### src/assert_macros.svh
// Assertion helpers shared by the RTL.
// Each macro takes a label, clock, reset, antecedent, consequent and message.
`ifndef ASSERT_MACROS_SVH
`define ASSERT_MACROS_SVH

`ifndef SYNTHESIS

// Same-cycle implication
`define VVE_ASSERT_IMP(lbl, ck, rs, ante, cons, msg) \
  lbl: assert property (@(posedge ck) disable iff (rs) (ante) |-> (cons)) \
    else $error(msg);

// Next-cycle implication
`define VVE_ASSERT_NXT(lbl, ck, rs, ante, cons, msg) \
  lbl: assert property (@(posedge ck) disable iff (rs) (ante) |=> (cons)) \
    else $error(msg);

`else

`define VVE_ASSERT_IMP(lbl, ck, rs, ante, cons, msg)
`define VVE_ASSERT_NXT(lbl, ck, rs, ante, cons, msg)

`endif

`endif

### src/vve_pkg.sv
`default_nettype none

package vve_pkg;

  // Operation codes of an input transaction
  typedef enum logic [1:0] {
    OP_UNSIGNED = 2'd0,
    OP_SIGNED   = 2'd1,
    OP_BOOL     = 2'd2,
    OP_FLOAT    = 2'd3
  } op_t;

  // Default depth of the queue between front and back
  localparam int QUEUE_DEPTH = 2;

  // Most bytes sent for one transaction
  localparam int MAX_BYTES = 10;
  localparam int IDX_W     = $clog2(MAX_BYTES);

  // One classified job: one or two varint words
  typedef struct packed {
    logic [63:0] first;
    logic [63:0] second;
    logic        two;
  } job_t;

  // Queue status seen by front and back
  typedef struct packed {
    logic full;
    logic empty;
  } q_stat_t;

endpackage

`default_nettype wire

### src/vve_front.sv
`default_nettype none

module vve_front (
  input  wire logic          clk,
  input  wire logic          rst,
  input  wire logic          start,
  input  wire logic [1:0]    op,
  input  wire logic [63:0]   value,
  output logic               busy,
  input  wire logic          full,
  output logic               push,
  output vve_pkg::job_t      job
);

  typedef enum logic [1:0] {
    F_IDLE,
    F_NORM,
    F_PUSH
  } fstate_t;

  fstate_t             state;
  logic [63:0]         word;
  logic                fin;
  logic                fsign;
  logic signed [11:0]  fexp;
  logic [63:0]         frac;

  logic                sgn;
  logic [10:0]         exf;
  logic [51:0]         frf;
  logic [63:0]         mag;
  logic [63:0]         smap;
  logic                is_sub;
  logic                is_fin;
  logic signed [12:0]  x;
  logic signed [12:0]  code;
  logic [12:0]         code_mag;
  logic [13:0]         cmap;
  logic [63:0]         rev;

  // Split the operand into float fields and build the signed map
  always_comb begin
    sgn    = value[63];
    exf    = value[62:52];
    frf    = value[51:0];
    mag    = sgn ? (~value + 64'd1) : value;
    smap   = {mag[62:0], sgn};
    is_sub = (vve_pkg::op_t'(op) == vve_pkg::OP_FLOAT) && (exf == '0) && (frf != '0);
    is_fin = (vve_pkg::op_t'(op) == vve_pkg::OP_FLOAT) && !(&exf) &&
             !((exf == '0) && (frf == '0));
  end

  // Exponent code of a finite float, then its signed map
  always_comb begin
    if (fexp < 0) begin
      x = (13'(fexp) <<< 1) - 13'(fsign);
    end else begin
      x = (13'(fexp) <<< 1) + 13'(fsign);
    end
    code     = (x < 0) ? (x - 13'sd2) : (x + 13'sd3);
    code_mag = (code < 0) ? 13'(-code) : 13'(code);
    cmap     = {code_mag, code[12]};
  end

  // Bit-reverse the normalized fraction
  always_comb begin
    for (int i = 0; i < 64; i++) begin
      rev[i] = frac[63 - i];
    end
  end

  // Present the job and push it once the queue has room
  always_comb begin
    busy = (state != F_IDLE);
    push = (state == F_PUSH) && !full;
    if (fin) begin
      job.first  = {50'd0, cmap};
      job.second = rev;
      job.two    = 1'b1;
    end else begin
      job.first  = word;
      job.second = '0;
      job.two    = 1'b0;
    end
  end

  // Accept and classify a transaction; normalize subnormals one bit a cycle
  always_ff @(posedge clk) begin
    if (rst) begin
      state <= F_IDLE;
    end else begin
      case (state)
        F_IDLE: begin
          if (start) begin
            fin   <= is_fin;
            fsign <= sgn;
            state <= is_sub ? F_NORM : F_PUSH;
            case (vve_pkg::op_t'(op))
              vve_pkg::OP_UNSIGNED: word <= value;
              vve_pkg::OP_SIGNED:   word <= smap;
              vve_pkg::OP_BOOL:     word <= {63'd0, |value};
              default: begin
                if (&exf) begin
                  word <= (frf != '0) ? 64'd0 : (sgn ? 64'd3 : 64'd2);
                end else if (exf == '0 && frf == '0) begin
                  word <= sgn ? 64'd5 : 64'd4;
                end else if (exf != '0) begin
                  fexp <= $signed({1'b0, exf}) - 12'sd1022;
                  frac <= {1'b1, frf, 11'd0};
                end else begin
                  fexp <= -12'sd1021;
                  frac <= {1'b0, frf, 11'd0};
                end
              end
            endcase
          end
        end
        F_NORM: begin
          if (frac[63]) begin
            state <= F_PUSH;
          end else begin
            frac <= {frac[62:0], 1'b0};
            fexp <= fexp - 12'sd1;
          end
        end
        F_PUSH: begin
          if (!full) begin
            state <= F_IDLE;
          end
        end
        default: state <= F_IDLE;
      endcase
    end
  end

endmodule

`default_nettype wire

### src/vve_queue.sv
`default_nettype none

module vve_queue #(
  parameter int DEPTH = vve_pkg::QUEUE_DEPTH
) (
  input  wire logic           clk,
  input  wire logic           rst,
  input  wire logic           push,
  input  wire vve_pkg::job_t  wr_job,
  input  wire logic           pop,
  output vve_pkg::job_t       rd_job,
  output vve_pkg::q_stat_t    stat
);

  localparam int PTR_W = (DEPTH > 1) ? $clog2(DEPTH) : 1;
  localparam int CNT_W = $clog2(DEPTH + 1);

  vve_pkg::job_t     mem [DEPTH];
  logic [PTR_W-1:0]  wr_ptr;
  logic [PTR_W-1:0]  rd_ptr;
  logic [CNT_W-1:0]  count;

  // Report fill state and show the oldest job
  always_comb begin
    stat.full  = (count == CNT_W'(DEPTH));
    stat.empty = (count == '0);
    rd_job     = mem[rd_ptr];
  end

  // Store a pushed job
  always_ff @(posedge clk) begin
    if (push) begin
      mem[wr_ptr] <= wr_job;
    end
  end

  // Advance pointers and track the fill count
  always_ff @(posedge clk) begin
    if (rst) begin
      wr_ptr <= '0;
      rd_ptr <= '0;
      count  <= '0;
    end else begin
      if (push) begin
        wr_ptr <= (wr_ptr == PTR_W'(DEPTH - 1)) ? '0 : wr_ptr + 1'b1;
      end
      if (pop) begin
        rd_ptr <= (rd_ptr == PTR_W'(DEPTH - 1)) ? '0 : rd_ptr + 1'b1;
      end
      if (push && !pop) begin
        count <= count + 1'b1;
      end else if (pop && !push) begin
        count <= count - 1'b1;
      end
    end
  end

endmodule

`default_nettype wire

### src/vve_back.sv
`default_nettype none

module vve_back (
  input  wire logic           clk,
  input  wire logic           rst,
  input  wire vve_pkg::job_t  job,
  input  wire logic           empty,
  output logic                pop,
  output logic                strobe,
  output logic [7:0]          out_byte,
  output logic                last
);

  logic                        active;
  logic [63:0]                 cur;
  logic [63:0]                 second;
  logic                        has2;
  logic [vve_pkg::IDX_W-1:0]   idx;

  logic                        more;
  logic                        done;

  // Decide the current byte and whether it closes the transaction
  always_comb begin
    more = |cur[63:7];
    done = (idx == vve_pkg::IDX_W'(vve_pkg::MAX_BYTES - 1)) || (!more && !has2);
    pop  = !empty && (!active || done);
  end

  // Emit one byte a cycle; load the next job as the last byte goes out
  always_ff @(posedge clk) begin
    if (rst) begin
      active <= 1'b0;
      strobe <= 1'b0;
    end else begin
      strobe   <= active;
      out_byte <= more ? {1'b1, cur[6:0]} : cur[7:0];
      last     <= done;
      if (pop) begin
        active <= 1'b1;
        cur    <= job.first;
        second <= job.second;
        has2   <= job.two;
        idx    <= '0;
      end else if (active) begin
        if (done) begin
          active <= 1'b0;
        end
        if (more) begin
          cur <= {7'd0, cur[63:7]};
        end else begin
          cur  <= second;
          has2 <= 1'b0;
        end
        idx <= idx + 1'b1;
      end
    end
  end

endmodule

`default_nettype wire

### src/varint_value_encoder.sv
// Channel   | Ports                    | Transaction
// ----------+--------------------------+------------------------------------
// input     | start, busy, op, value   | start high and busy low at clk edge
// result    | strobe, out_byte, last   | strobe marks each byte
//
// Bytes of a transaction leave one per cycle, and the emitter loads the next
// job with the last byte when the queue holds one; the front accepts a
// transaction in F_IDLE and pushes it from F_PUSH once the queue has room.
// A subnormal float first visits F_NORM, which shifts its fraction up to bit 63.
// Synchronous rst clears front, queue and emitter control; payload is not reset.
// The receiver cannot stall; busy holds off start while the front is occupied.
`default_nettype none
`include "assert_macros.svh"

module varint_value_encoder #(
  parameter int QUEUE_DEPTH = vve_pkg::QUEUE_DEPTH
) (
  input  wire logic         clk,
  input  wire logic         rst,
  input  wire logic         start,
  output logic              busy,
  input  wire logic [1:0]   op,
  input  wire logic [63:0]  value,
  output logic              strobe,
  output logic [7:0]        out_byte,
  output logic              last
);

  vve_pkg::job_t     push_job;
  vve_pkg::job_t     pop_job;
  vve_pkg::q_stat_t  q_stat;
  logic              push;
  logic              pop;

  // Classify transactions
  vve_front u_front (
    .clk   (clk),
    .rst   (rst),
    .start (start),
    .op    (op),
    .value (value),
    .busy  (busy),
    .full  (q_stat.full),
    .push  (push),
    .job   (push_job)
  );

  // Decouple front and back
  vve_queue #(
    .DEPTH (QUEUE_DEPTH)
  ) u_queue (
    .clk    (clk),
    .rst    (rst),
    .push   (push),
    .wr_job (push_job),
    .pop    (pop),
    .rd_job (pop_job),
    .stat   (q_stat)
  );

  // Emit varint bytes
  vve_back u_back (
    .clk      (clk),
    .rst      (rst),
    .job      (pop_job),
    .empty    (q_stat.empty),
    .pop      (pop),
    .strobe   (strobe),
    .out_byte (out_byte),
    .last     (last)
  );

  // Bytes of one transaction go out back to back
  `VVE_ASSERT_NXT(a_bytes_contig, clk, rst, strobe && !last, strobe, "byte gap within transaction")
  // An accepted transaction occupies the front
  `VVE_ASSERT_NXT(a_accept_busy, clk, rst, start && !busy, busy, "front not busy after accept")
  // The queue never reports full and empty together
  `VVE_ASSERT_IMP(a_q_stat, clk, rst, q_stat.full, !q_stat.empty, "queue full and empty")

endmodule

`default_nettype wire
### config.mk
export PLATFORM = sky130hd
export DESIGN_NAME = varint_value_encoder
export DESIGN_NICKNAME = d
export VERILOG_FILES = /design/src/vve_pkg.sv /design/src/vve_front.sv /design/src/vve_queue.sv /design/src/vve_back.sv /design/src/varint_value_encoder.sv
export VERILOG_INCLUDE_DIRS = /design/src /design/src/src
export SDC_FILE = /design/constraint.sdc
export NUM_CORES = 1
export LEC_CHECK = 0
export BUFFER_PORTS_ARGS = -buffer_cell sky130_fd_sc_hd__buf_2
export CAP_MARGIN = 20
export CELL_PAD_IN_SITES_DETAIL_PLACEMENT = 1
export CELL_PAD_IN_SITES_GLOBAL_PLACEMENT = 2
export CORE_ASPECT_RATIO = 0.75
export CORE_MARGIN = 3
export CORE_UTILIZATION = 40
export CTS_CLUSTER_SIZE = 40
export DETAILED_ROUTE_END_ITERATION = 10
export PLACE_DENSITY = 0.71
export SYNTH_ARGS = -nofsm -noshare
export SYNTH_HDL_FRONTEND = slang
export SYNTH_SLANG_ARGS = --single-unit
export TNS_END_PERCENT = 20
### constraint.sdc
create_clock -name clk -period 7.31 [get_ports clk]
set_clock_uncertainty 0.2 [all_clocks]
set_input_delay 0.731 -clock clk [delete_from_list [all_inputs] [get_ports clk]]
set_output_delay 0.731 -clock clk [all_outputs]
set_load 0.03 [all_outputs]
==> results.toml <==
[run_status]
status = "finished clean"

[power]
power_leakage_uw = 0.00911
powerDensity_nw_per_um2 = 310
power_uw = 8560
peakVddDrop_v = 0.000167

[placed_design]
routabilityCongestion = 0.830
dp_hpwl_microns = 46700
dp_cells = 2639
io_buffers = 79

[floorplanning]
initial_core_util_pct = 40.6
die_y_microns = 221
coreArea_sq_um = 60600
die-area_sq_um = 64500
ioPinCount = 80
die_w_microns = 292
num_rows = 78

[routing]
vias = 15500
routedWlPerCell_microns = 25.2
drc_errors = 0
wl_met1_microns = 35000
drt-initial-drc-count = 1514
dr.max_layer_used = "met5"
wl_met3_microns = 4680
drt-total-wl_microns = 69100
post_drt_via_cell_ratio = 5.64
antenna_left = 0
wl_met2_microns = 28400
dr.pass1.iters = 5

[cells_and_area]
drive_above_1_share_pct = 14.6
regArea_sq_um = 16200
fillers = 6160
final_cell_count_no_fill = 2741
multi_input_area_sq_um = 7910
num-nets-final = 1979
diodes = 0
area_delta_synth_final_pct = 12.2

[worst_setup_path]
critical_path.max_fanout = 22
r2r_end = "u_queue.count[1]$_SDFFE_PP0P_"
r2r_slack_ns = 2.48
timing.rr.start = "u_back.cur[55]$_DFFE_PP_"
crit_buf_inv = 2
required_ns = 7.38
cpMostUsedCell = "or4_4"
cp.arrival_ns = 5.21
cp-start-kind = "input port"
cp_top_family = "simple AND/OR/NAND/NOR gates"
end_kind = "flop"
slowest_delay_ns = 0.72
cpMaxStageDelayCell = "nor4_1"
r2r.worst_path.cells = 12
path_cells = "buf_2, or4_4, or4b_4, or4_4, nor4_1, nand3_1, nor3_2, nand2_1, and4b_1, nor2_4, buf_4"
critPathKind = "in -> reg"

[yosys]
synthTopCellsByCount = "534 x edfxtp_1, 114 x a211oi_1, 112 x nor2_1"
syn_area_per_cell_sq_um = 13.3
yosysWarnings = 0
synth_edf_count = 534
synthDistinctLibCells = 67
synth_top_cell_area_share_pct = 65.2
syn_nets = 1930
yosysTopAreaCell = "edfxtp_1"
yosysSeqAreaShare_pct = 65.9
synthTopCellsByArea = "edfxtp_1 65%, a211oi_1 3.5%, mux2_2 3.3%"
netlist_instances = 1847
ys_async_sr_fraction_pct = 0
netlist_area_sq_um = 24600
yosysMostFrequentCell = "edfxtp_1"
synth_ff_type = "edfxtp_1"
ys_seq_elements = 543

[sta]
fmax_ghz = 0.195
setup_viol = 0
rsz0062_at_grt = "false"
tns_ns = 0
worst_slew_pin_slew_ns = 1.01
report.final.hold_viol_count = 0
min_period_ns = 5.14
min_period_over_period_pct = 70.3
slew_violations = 0
timing.slew.headroom_pct = 32.4

[grt]
grt_usage_pct = 21.2
grt_pass1_wl_microns = 101000
grt_overflow_total = 0
antenna_found_initial = 11
grt_max_degree = 117
grt_pass1_vias = 15000

[hold_path]
hold_end = "u_back.out_byte[0]$_DFFE_PN_"
hold_path.class = "reg -> reg"
worstHoldStart = "u_back.cur[0]$_DFFE_PP_"
holdPathStages = 0

[cts]
htree_levels = 2
clk_pin_slew_ns = 0.06
cts_max_path_buffers = 3
clk_latency_ns = 0.63
cts_tree = "built"
cts-root-buf = "clkbuf_16"
cts.sinks = 543
holdBufCountCts = 0
numCtsBuffers = 55
cts_resized = 0
cts_setup_buffers = 0

[run]
cap_violations = 0
## cells by family after synthesis
group / Yosys count / share of synthesized area [%]
flip-flops: 543 / 65.9
AND/OR/NAND/NOR: 540 / 11.7
adder cells (fa/ha/maj): 14 / 0.712
multiplexers: 144 / 6.23
other: 1 / 0.0152
XOR/XNOR: 110 / 3.92
buffers and inverters: 142 / 2.22
AO/OA/AOI/OAI: 353 / 9.27
## sequential cells by signal, summed over array words and instances (netlist names), 4 cells and up, named ones only
name / count
u_back.cur: 64
u_back.idx: 4
u_back.out_byte: 8
u_back.second: 62
u_front.fexp: 12
u_front.frac: 62
u_front.word: 64
u_queue.mem: 254
## cell type report
type                            count  area share (%)
Timing Repair Buffer              106            2.22
Sequential cell                   543            58.8
Multi-Input combinational cell   1162            28.6
Inverter                           28           0.381
Clock inverter                     33            1.20
Tap cell                          800            3.63
Clock buffer                       69            5.18
## through the flow
stage	hold WS, ns	instance area (sq um)	util [%]	setup slack (ns)
2_1_floorplan	0.200	24600	-	0.0795
3_3_place_gp	0.208	25800	42.6	1.60
3_5_place_dp	0.210	25800	42.6	1.46
4_1_cts	0.225	27600	45.5	2.08
5_1_grt	0.232	27600	45.5	1.94
6_report	0.225	27600	45.5	2.17
## worst register-to-register path: cells and delay by family, from the launching register on
kind / cells / cell delay (ns)
flops: 1 / 0.41
buf+inv: 4 / 1.44
fa+ha+maj: 1 / 0.46
simple gates: 4 / 1.62
compound gates: 3 / 0.61
## how the worst max path moves through the flow
stage	from	end	slack (ns)	depth (start not counted)
finish	value[29]	u_front.word[51]$_DFFE_PP_	2.17	11
global placement	value[29]	u_front.word[52]$_DFFE_PP_	1.60	11
global route	value[29]	u_front.word[56]$_DFFE_PP_	1.94	11
floorplan	u_queue.count[0]$_SDFFE_PP0P_	u_queue.mem[0][0]$_DFFE_PP_	0.08	3
detailed placement	value[29]	u_front.word[52]$_DFFE_PP_	1.46	11
CTS	value[29]	u_front.word[56]$_DFFE_PP_	2.08	11
## power breakdown
group / total (uW) / internal, uW / switching, uW
Combinational: 1570 / 516 / 1050
Clock: 2790 / 1570 / 1220
Sequential: 4210 / 3980 / 224
## cells in the final DEF, fill, tap and decap left out, types with 11 or more instances in the layout
| cell | n |
|---|---|
| a211oi_1 | 113 |
| a21oi_1 | 76 |
| and2_1 | 75 |
| buf_2 | 78 |
| buf_4 | 27 |
| clkbuf_1 | 14 |
| clkbuf_16 | 55 |
| clkinv_2 | 12 |
| edfxtp_1 | 534 |
| ha_1 | 14 |
| inv_1 | 28 |
| mux2_2 | 72 |
| mux2i_1 | 72 |
| nand2_1 | 103 |
| nand2b_1 | 58 |
| nand3_1 | 24 |
| nor2_1 | 110 |
| nor2b_1 | 57 |
| nor3_1 | 13 |
| nor4_1 | 22 |
| o21ai_0 | 99 |
| o31ai_1 | 18 |
| or3_1 | 15 |
| or4_1 | 11 |
| xnor2_1 | 41 |
| xor2_1 | 69 |
## metal layers
metal / track usage [%] / vias to the layer above
met4: 4.24 / 2
met1: 34.5 / 7931
li1: - / 7030
met5: 0 / -
met3: 3.33 / 64
met2: 29.5 / 442
Power figures use the tool's default switching activity.
